[src/pbfl_pkg.sv]
package pbfl_pkg;

   // Default number of buffers in the pool.
   localparam int DEFAULT_BUF_COUNT = 8;

   // Fixed widths of the command and result fields.
   localparam int ACTION_W = 2;
   localparam int INDEX_W  = 3;
   localparam int STATUS_W = 2;

   typedef enum logic [ACTION_W-1:0] {
      ACT_TAKE    = 2'd0,
      ACT_ENQUEUE = 2'd1,
      ACT_SERVICE = 2'd2,
      ACT_RELEASE = 2'd3
   } action_type;

   typedef enum logic [STATUS_W-1:0] {
      STAT_OK         = 2'd0,
      STAT_POOL_EMPTY = 2'd1,
      STAT_RX_EMPTY   = 2'd2
   } status_type;

endpackage

[src/packet_buffer_free_list.sv]
// Packet buffer pool: buffer indices kept as two linked stacks, the free list
// and a last-in first-out receive queue, sharing one link memory.
// The req_ channel carries one command item (action, buffer_index); each item
// produces exactly one result item on the rsp_ channel (buffer_out, status,
// queue_stopped, queue_woken).
// Enqueue and release, and any take or service that finds its stack empty,
// finish in the accept cycle: the result is registered at the accept edge.
// A take or service of a non-empty stack reads the head's link from the
// memory, so it passes through the S_LINK state, where the synchronous read
// of the link memory returns the link and the result is registered; no new
// item is taken while in S_LINK, so a new item waits until the lookup is done.
// A result sits in an output register; req_ready stays high while that
// register is empty or being emptied and no lookup is pending, so a stalled
// receiver holds off new items once one result is waiting.
// Reset gives a full free list (highest index on top), an empty receive queue
// and a clear stop flag, with no clearing pass of the link memory.
module packet_buffer_free_list
   import pbfl_pkg::*;
#(
   parameter int BUF_COUNT = DEFAULT_BUF_COUNT
) (
   input  logic                clock,
   input  logic                reset,
   input  logic                req_valid,
   output logic                req_ready,
   input  logic [ACTION_W-1:0] req_action,
   input  logic [INDEX_W-1:0]  req_buffer_index,
   output logic                rsp_valid,
   input  logic                rsp_ready,
   output logic [INDEX_W-1:0]  rsp_buffer_out,
   output logic [STATUS_W-1:0] rsp_status,
   output logic                rsp_queue_stopped,
   output logic                rsp_queue_woken
);

   localparam int ADDR_W = $clog2(BUF_COUNT);
   localparam int LINK_W = $clog2(BUF_COUNT + 1);
   localparam logic [LINK_W-1:0] NULL_LINK = LINK_W'(BUF_COUNT);

   typedef enum logic {
      S_IDLE,
      S_LINK
   } state_type;

   state_type              state_ff, state_in;
   action_type             act_ff, act_in;
   logic [LINK_W-1:0]      free_head_ff, free_head_in;
   logic [LINK_W-1:0]      rx_head_ff, rx_head_in;
   logic                   stop_ff, stop_in;
   logic                   rsp_valid_ff, rsp_valid_in;
   logic [INDEX_W-1:0]     rsp_buffer_out_ff, rsp_buffer_out_in;
   status_type             rsp_status_ff, rsp_status_in;
   logic                   rsp_stopped_ff, rsp_stopped_in;
   logic                   rsp_woken_ff, rsp_woken_in;

   logic                   accept;
   logic                   free_empty;
   logic                   rx_empty;
   logic                   idx_ok;
   logic                   wake;
   logic                   mem_wr_en;
   logic [ADDR_W-1:0]      mem_wr_addr;
   logic [LINK_W-1:0]      mem_wr_data;
   logic                   mem_rd_en;
   logic [ADDR_W-1:0]      mem_rd_addr;
   logic [LINK_W-1:0]      mem_rd_data;

   pbfl_link_mem #(
      .BUF_COUNT (BUF_COUNT)
   ) u_link_mem (
      .clock   (clock),
      .reset   (reset),
      .wr_en   (mem_wr_en),
      .wr_addr (mem_wr_addr),
      .wr_data (mem_wr_data),
      .rd_en   (mem_rd_en),
      .rd_addr (mem_rd_addr),
      .rd_data (mem_rd_data)
   );

   assign free_empty = (free_head_ff >= NULL_LINK);
   assign rx_empty   = (rx_head_ff >= NULL_LINK);
   assign idx_ok     = (32'(req_buffer_index) < 32'(BUF_COUNT));
   // A buffer returned to an empty pool while stopped restarts transmit.
   assign wake       = stop_ff && free_empty;
   assign req_ready  = (state_ff == S_IDLE) && (!rsp_valid_ff || rsp_ready);
   assign accept     = req_valid && req_ready;

   always_comb begin
      state_in          = state_ff;
      act_in            = act_ff;
      free_head_in      = free_head_ff;
      rx_head_in        = rx_head_ff;
      stop_in           = stop_ff;
      rsp_valid_in      = rsp_valid_ff && !rsp_ready;
      rsp_buffer_out_in = rsp_buffer_out_ff;
      rsp_status_in     = rsp_status_ff;
      rsp_stopped_in    = rsp_stopped_ff;
      rsp_woken_in      = rsp_woken_ff;
      mem_wr_en         = 1'b0;
      mem_wr_addr       = ADDR_W'(req_buffer_index);
      mem_wr_data       = rx_head_ff;
      mem_rd_en         = 1'b0;
      mem_rd_addr       = ADDR_W'(free_head_ff);

      case (state_ff)
         S_IDLE: begin
            if (accept) begin
               act_in            = action_type'(req_action);
               rsp_buffer_out_in = '0;
               rsp_status_in     = STAT_OK;
               rsp_woken_in      = 1'b0;
               rsp_stopped_in    = stop_ff;
               rsp_valid_in      = 1'b1;
               case (action_type'(req_action))
                  ACT_TAKE: begin
                     if (free_empty) begin
                        rsp_status_in = STAT_POOL_EMPTY;
                     end else begin
                        mem_rd_en    = 1'b1;
                        mem_rd_addr  = ADDR_W'(free_head_ff);
                        rsp_valid_in = 1'b0;
                        state_in     = S_LINK;
                     end
                  end
                  ACT_ENQUEUE: begin
                     if (idx_ok) begin
                        mem_wr_en   = 1'b1;
                        mem_wr_data = rx_head_ff;
                        rx_head_in  = LINK_W'(req_buffer_index);
                     end
                  end
                  ACT_SERVICE: begin
                     if (rx_empty) begin
                        rsp_status_in = STAT_RX_EMPTY;
                     end else begin
                        mem_rd_en    = 1'b1;
                        mem_rd_addr  = ADDR_W'(rx_head_ff);
                        rsp_valid_in = 1'b0;
                        state_in     = S_LINK;
                     end
                  end
                  ACT_RELEASE: begin
                     if (idx_ok) begin
                        mem_wr_en      = 1'b1;
                        mem_wr_data    = free_head_ff;
                        free_head_in   = LINK_W'(req_buffer_index);
                        stop_in        = stop_ff && !wake;
                        rsp_woken_in   = wake;
                        rsp_stopped_in = stop_ff && !wake;
                     end
                  end
                  default: begin
                  end
               endcase
            end
         end
         S_LINK: begin
            // The head's link has arrived from the memory.
            state_in     = S_IDLE;
            rsp_valid_in = 1'b1;
            rsp_status_in = STAT_OK;
            if (act_ff == ACT_TAKE) begin
               free_head_in      = mem_rd_data;
               stop_in           = stop_ff || (mem_rd_data >= NULL_LINK);
               rsp_buffer_out_in = INDEX_W'(free_head_ff);
               rsp_stopped_in    = stop_ff || (mem_rd_data >= NULL_LINK);
               rsp_woken_in      = 1'b0;
            end else begin
               // Pop the receive queue and push the buffer onto the free list.
               rx_head_in        = mem_rd_data;
               mem_wr_en         = 1'b1;
               mem_wr_addr       = ADDR_W'(rx_head_ff);
               mem_wr_data       = free_head_ff;
               free_head_in      = rx_head_ff;
               stop_in           = stop_ff && !wake;
               rsp_buffer_out_in = INDEX_W'(rx_head_ff);
               rsp_stopped_in    = stop_ff && !wake;
               rsp_woken_in      = wake;
            end
         end
         default: begin
            state_in = S_IDLE;
         end
      endcase
   end

   always_ff @(posedge clock) begin
      if (reset) begin
         state_ff     <= S_IDLE;
         act_ff       <= ACT_TAKE;
         free_head_ff <= LINK_W'(BUF_COUNT - 1);
         rx_head_ff   <= NULL_LINK;
         stop_ff      <= 1'b0;
         rsp_valid_ff <= 1'b0;
      end else begin
         state_ff     <= state_in;
         act_ff       <= act_in;
         free_head_ff <= free_head_in;
         rx_head_ff   <= rx_head_in;
         stop_ff      <= stop_in;
         rsp_valid_ff <= rsp_valid_in;
      end
      rsp_buffer_out_ff <= rsp_buffer_out_in;
      rsp_status_ff     <= rsp_status_in;
      rsp_stopped_ff    <= rsp_stopped_in;
      rsp_woken_ff      <= rsp_woken_in;
   end

   assign rsp_valid         = rsp_valid_ff;
   assign rsp_buffer_out    = rsp_buffer_out_ff;
   assign rsp_status        = rsp_status_ff;
   assign rsp_queue_stopped = rsp_stopped_ff;
   assign rsp_queue_woken   = rsp_woken_ff;

   // While a link lookup is in flight the result register must be empty.
   a_link_slot_free: assert property (@(posedge clock) disable iff (reset)
      (state_ff == S_LINK) |-> !rsp_valid_ff)
      else $error("result register occupied during link lookup");

   // Every accepted item yields a result or a pending link lookup.
   a_accept_progress: assert property (@(posedge clock) disable iff (reset)
      accept |=> (rsp_valid_ff || state_ff == S_LINK))
      else $error("accepted item produced neither result nor lookup");

   // Transmit can only be stopped while the pool is empty.
   a_stop_means_empty: assert property (@(posedge clock) disable iff (reset)
      stop_ff |-> free_empty)
      else $error("stop flag set with buffers on the free list");

   // A wake always leaves the queue running.
   a_wake_clears_stop: assert property (@(posedge clock) disable iff (reset)
      (rsp_valid_ff && rsp_woken_ff) |-> !rsp_stopped_ff)
      else $error("wake reported while still stopped");

endmodule

[src/pbfl_ram.sv]
module pbfl_ram #(
   parameter int WIDTH = 4,
   parameter int DEPTH = 8
) (
   input  logic                     clock,
   input  logic                     wr_en,
   input  logic [$clog2(DEPTH)-1:0] wr_addr,
   input  logic [WIDTH-1:0]         wr_data,
   input  logic                     rd_en,
   input  logic [$clog2(DEPTH)-1:0] rd_addr,
   output logic [WIDTH-1:0]         rd_data
);

   logic [WIDTH-1:0] mem [DEPTH];
   logic [WIDTH-1:0] rd_data_ff;

   always_ff @(posedge clock) begin
      if (wr_en) begin
         mem[wr_addr] <= wr_data;
      end
      if (rd_en) begin
         rd_data_ff <= mem[rd_addr];
      end
   end

   assign rd_data = rd_data_ff;

endmodule

[src/pbfl_link_mem.sv]
module pbfl_link_mem
   import pbfl_pkg::*;
#(
   parameter int BUF_COUNT = DEFAULT_BUF_COUNT,
   localparam int ADDR_W = $clog2(BUF_COUNT),
   localparam int LINK_W = $clog2(BUF_COUNT + 1)
) (
   input  logic              clock,
   input  logic              reset,
   input  logic              wr_en,
   input  logic [ADDR_W-1:0] wr_addr,
   input  logic [LINK_W-1:0] wr_data,
   input  logic              rd_en,
   input  logic [ADDR_W-1:0] rd_addr,
   output logic [LINK_W-1:0] rd_data
);

   localparam logic [LINK_W-1:0] NULL_LINK = LINK_W'(BUF_COUNT);

   // An entry that was never written since reset reads as its reset link:
   // the previous index, or the null link for entry zero.
   logic [BUF_COUNT-1:0] written_ff;
   logic [BUF_COUNT-1:0] written_in;
   logic                 rd_written_ff;
   logic [ADDR_W-1:0]    rd_addr_ff;
   logic [LINK_W-1:0]    ram_data;

   pbfl_ram #(
      .WIDTH (LINK_W),
      .DEPTH (BUF_COUNT)
   ) u_ram (
      .clock   (clock),
      .wr_en   (wr_en),
      .wr_addr (wr_addr),
      .wr_data (wr_data),
      .rd_en   (rd_en),
      .rd_addr (rd_addr),
      .rd_data (ram_data)
   );

   always_comb begin
      written_in = written_ff;
      if (wr_en) begin
         written_in[wr_addr] = 1'b1;
      end
   end

   always_ff @(posedge clock) begin
      if (reset) begin
         written_ff <= '0;
      end else begin
         written_ff <= written_in;
      end
      if (rd_en) begin
         rd_written_ff <= written_ff[rd_addr];
         rd_addr_ff    <= rd_addr;
      end
   end

   always_comb begin
      if (rd_written_ff) begin
         rd_data = ram_data;
      end else if (rd_addr_ff == '0) begin
         rd_data = NULL_LINK;
      end else begin
         rd_data = LINK_W'(rd_addr_ff) - LINK_W'(1);
      end
   end

endmodule
[config.mk]
export PLATFORM = sky130hd
export DESIGN_NAME = packet_buffer_free_list
export DESIGN_NICKNAME = d
export VERILOG_FILES = /design/src/pbfl_pkg.sv /design/src/packet_buffer_free_list.sv /design/src/pbfl_ram.sv /design/src/pbfl_link_mem.sv
export SDC_FILE = /design/constraint.sdc
export NUM_CORES = 1
export LEC_CHECK = 0
export BUFFER_PORTS_ARGS = -buffer_cell sky130_fd_sc_hd__buf_2
export CAP_MARGIN = 20
export CELL_PAD_IN_SITES_DETAIL_PLACEMENT = 0
export CELL_PAD_IN_SITES_GLOBAL_PLACEMENT = 2
export CORE_UTILIZATION = 38
export CTS_CLUSTER_DIAMETER = 60
export CTS_CLUSTER_SIZE = 16
export DETAILED_ROUTE_END_ITERATION = 6
export HOLD_SLACK_MARGIN = 0.02
export PLACE_DENSITY_LB_ADDON = 0.1
export SLEW_MARGIN = 20
export SYNTH_ARGS = -nofsm -noshare
export SYNTH_HDL_FRONTEND = slang
export SYNTH_SLANG_ARGS = --single-unit
[constraint.sdc]
create_clock -name clock -period 2.2 [get_ports clock]
set_input_delay 0.44 -clock clock [delete_from_list [all_inputs] [get_ports clock]]
set_output_delay 0.44 -clock clock [all_outputs]
set_load 0.05 [all_outputs]
==> impl_metrics.py <==
metrics = {
    "run_status": {
        "status": "completed",
    },
    "yosys": {
        "synth-seq-cells": 68,
        "yosys.area_share.adder_pct": 0.819,
        "yosys.area.top_type": "edfxtp_1",
        "yosys-top-cells-area": "edfxtp_1 46%, dfxtp_1 14%, mux2_2 8.1%",
        "synth_compound_area_share_pct": 10.4,
        "yosys.area_share.simple_pct": 10.8,
        "yosys_warnings": 0,
        "syn_area_sq_um": 3060,
        "synthCells": 229,
        "ys_types": 39,
        "synthMuxAreaShare_pct": 15.7,
        "avgSynthCellArea_sq_um": 13.3,
        "synthXorXnorAreaFrac_pct": 0,
        "synth_top_area_share_pct": 46.2,
        "seq_area_frac_synth_pct": 59.9,
        "syn_nets": 240,
        "synth_top_family_by_area": "multiplexers",
    },
    "setup_path": {
        "critPathCapture": "u_link_mem.u_ram.rd_data[3]",
        "cp_data_required_time_ns": 2.29,
        "reg2reg_depth": 5,
        "crit_arrival_ns": 2.21,
        "crit_fanout": 21,
        "startpoint": "state_ff",
        "critical-path-slowest-cell": "mux4_2",
        "cp-end-kind": "flop",
        "crit_path_max_incr_delay_ns": 0.45,
        "r2r-end": "u_link_mem.u_ram.rd_data[3]",
        "crit_path_start_kind": "flop",
        "r2r_start": "state_ff",
        "critical_path_class": "flop to flop",
        "reg2reg_slack_ns": 0.08,
        "cp_cell_sequence": "nor2b_4 > nand4_4 > mux2_4 > mux2_1 > mux4_2",
    },
    "detailed_routing": {
        "drtIter0Drc": 72,
        "wl_per_cell_microns": 17.6,
        "viasPerCell": 5.08,
        "routed.top_layer": "met4",
        "wl_met3_microns": 281,
        "first_pass_iters": 4,
        "ant_nets": 0,
        "wl_met1_mm": 3.44,
        "vias": 1937,
        "wirelength_mm": 6.72,
        "drc": 0,
        "wl_met2_mm": 2.88,
    },
    "place": {
        "hpwl_mm": 4.85,
        "port-buffer-count": 17,
        "gp_congestion": 0.730,
    },
    "layout": {
        "syn_to_final_growth_pct": 19.0,
        "post-route-util_pct": 46.8,
        "nNetsFinal": 285,
        "drive_above_1_share_pct": 36.9,
        "nFillCells": 739,
        "n_antenna_cell": 0,
    },
    "sta": {
        "fin_crit_sh_pct": 96.6,
        "setup_viol": 0,
        "timing.slew.headroom_pct": 73.1,
        "rsz0062_at_grt": "false",
        "setup_tns_ns": 0,
        "finalMaxSlewViolations": 0,
        "min_period_ns": 2.12,
        "timing.final.hold_violations": 0,
        "fmax_mhz": 471,
        "fin_skew_ns": 0.0113,
        "worstMarginPinSlew_ns": 0.401,
    },
    "pwr": {
        "clkPwrFrac_pct": 39.3,
        "ir_worst_vdd_v": 0.000297,
        "power.leakage_nw": 1.37,
        "internal-power_mw": 2.18,
        "p_sw_mw": 0.693,
        "comb_power_share_pct": 10.5,
        "switching_share_pct": 24.1,
        "p_per_area_nw_per_um2": 791,
        "seq_power_share_pct": 50.2,
    },
    "clocking": {
        "htreeDepth": 3,
        "root_buffer": "clkbuf_8",
        "numCtsBuffers": 9,
        "cts_sinks": 68,
        "cts_hold_buf": 0,
        "ctsLongestPathBuffers": 2,
        "cts_tree": "built",
        "clk_pin_slew_ns": 0.08,
        "insertion_delay_ns": 0.34,
        "ctsResizeCount": 0,
        "cts_setup_buffers": 0,
    },
    "min_path": {
        "hp-class": "primary input to flop",
        "holdPathStages": 3,
    },
    "grt": {
        "antenna_found_initial": 0,
        "gr-usage-all-layers_pct": 17.6,
        "grt_max_degree": 23,
        "overflow": 0,
        "grt_pass1_vias": 1862,
        "grt_pass1_wl_mm": 10.4,
    },
    "die": {
        "io_pins": 18,
        "initial_core_util_pct": 39.4,
        "core_sq_um": 7770,
        "fp.dieW_microns": 91.7,
        "die_area_sq_um": 8410,
        "die_h_microns": 91.7,
        "num_rows": 32,
    },
    "job": {
        "cap_violations": 0,
    },
}
==> stage by stage <==
step	total power, mW	setup WS (ns)	instances	cell area (sq um)	hold WS, ns
floorplan	1.68	-0.00567	229	3070	0.453
global placement	1.78	-0.140	365	3410	0.462
detailed placement	1.78	-0.169	365	3410	0.466
CTS	2.92	0.0543	381	3640	0.433
global route	2.98	0.0152	381	3640	0.466
finish	2.88	0.0751	381	3640	0.442
==> power by group through the flow <==
| stage | Combinational (mW) | Sequential (mW) | Clock, mW |
|---|---|---|---|
| after floorplan | 0.170 | 1.51 | 0 |
| after global placement | 0.303 | 1.47 | 0 |
| after detailed placement | 0.305 | 1.47 | 0 |
| after CTS | 0.306 | 1.45 | 1.16 |
| after global routing | 0.327 | 1.45 | 1.21 |
| final | 0.302 | 1.44 | 1.13 |
==> cell usage after synthesis <==
master	number
edfxtp_1	47
mux2_2	22
dfxtp_1	21
nand2_1	18
nor2_1	12
a21oi_1	11
nand2b_1	8
o21ba_2	8
mux2i_1	6
nor3_1	6
o22ai_1	6
inv_1	5
mux4_2	5
o21ai_0	5
or2_2	5
clkbuf_1	4
mux2_1	4
nand3_1	4
nor2b_1	4
buf_6	3
a211o_1	2
a311oi_1	2
a31oi_1	2
and2_1	2
ha_1	2
o32ai_1	2
a2111oi_0	1
a211oi_1	1
a22oi_1	1
clkinv_1	1
mux2_4	1
nand4_1	1
nand4_4	1
nor2b_4	1
nor3b_1	1
o211ai_1	1
o21a_1	1
o21bai_1	1
o31a_1	1
==> cell usage in the layout (no fill, tap or decap), types with 2 or more instances in the layout <==
cell / Yosys / routed
and2_1: 2 / 2
mux4_2: 5 / 5
o32ai_1: 2 / 2
ha_1: 2 / 2
a311oi_1: 2 / 2
mux2i_1: 6 / 6
o22ai_1: 6 / 6
clkbuf_8: 0 / 9
nand2b_1: 8 / 7
o21ai_0: 5 / 5
nand3_1: 4 / 4
edfxtp_1: 47 / 47
or2_2: 5 / 5
dfxtp_1: 21 / 20
nand2_1: 18 / 18
mux2_1: 4 / 4
a211o_1: 2 / 2
mux2_2: 22 / 22
buf_2: 0 / 17
clkinv_4: 0 / 2
o21ba_2: 8 / 8
a21oi_1: 11 / 11
nor2_1: 12 / 11
bufinv_16: 0 / 2
inv_1: 5 / 5
nor3_1: 6 / 6
buf_4: 0 / 24
a31oi_1: 2 / 2
nor2b_1: 4 / 4
==> logic make-up after synthesis <==
family / count (synthesis)
muxes: 38
DFF: 68
AOI/OAI and AO/OA: 45
and+or+nand+nor: 63
adders and majority gates: 2
buffers and inverters: 13
==> layout make-up <==
class / instances / area [sq um] / area share, %
inverters: 6 / 22.5 / 0.619
multi-input cells: 148 / 1160 / 32.0
repair buffers: 41 / 265 / 7.29
clock buffers: 9 / 124 / 3.41
flip-flops and latches: 68 / 1840 / 50.5
well taps: 102 / 128 / 3.51
clock inverters: 7 / 98.8 / 2.72
==> how the worst min path moves through the flow <==
stage | from | endpoint
6_report | req_buffer_index[0] | free_head_ff[0]
5_1_grt | req_valid | rsp_valid
4_1_cts | req_buffer_index[0] | free_head_ff[0]
3_5_place_dp | u_link_mem.written_ff[3] | u_link_mem.written_ff[3]
3_3_place_gp | u_link_mem.written_ff[1] | u_link_mem.written_ff[1]
2_1_floorplan | u_link_mem.written_ff[4] | u_link_mem.written_ff[4]
==> per-layer routing <==
layer / track usage (%) / up-vias
met3: 3.73 / 9
met2: 24.4 / 40
met5: 0 / -
met4: 7.80 / 0
met1: 26.2 / 931
li1: - / 957
==> flip-flops by register name, indices dropped and copies added (netlist names) <==
signal,count
rsp_queue_woken,1
rx_head_ff,4
u_link_mem.u_ram.rd_data,4
act_ff,2
state_ff,1
u_link_mem.rd_addr_ff,3
rsp_status,2
free_head_ff,4
u_link_mem.u_ram.mem,32
rsp_valid,1
stop_ff,1
rsp_queue_stopped,1
u_link_mem.written_ff,8
u_link_mem.rd_written_ff,1
rsp_buffer_out,3
==> worst max-delay path, delay by kind of cell, from the launching register on <==
family        cells  cell delay (ns)
flops             1             0.34
simple gates      2             0.26
mux               3             1.25
(Power assumes the default switching activity.)
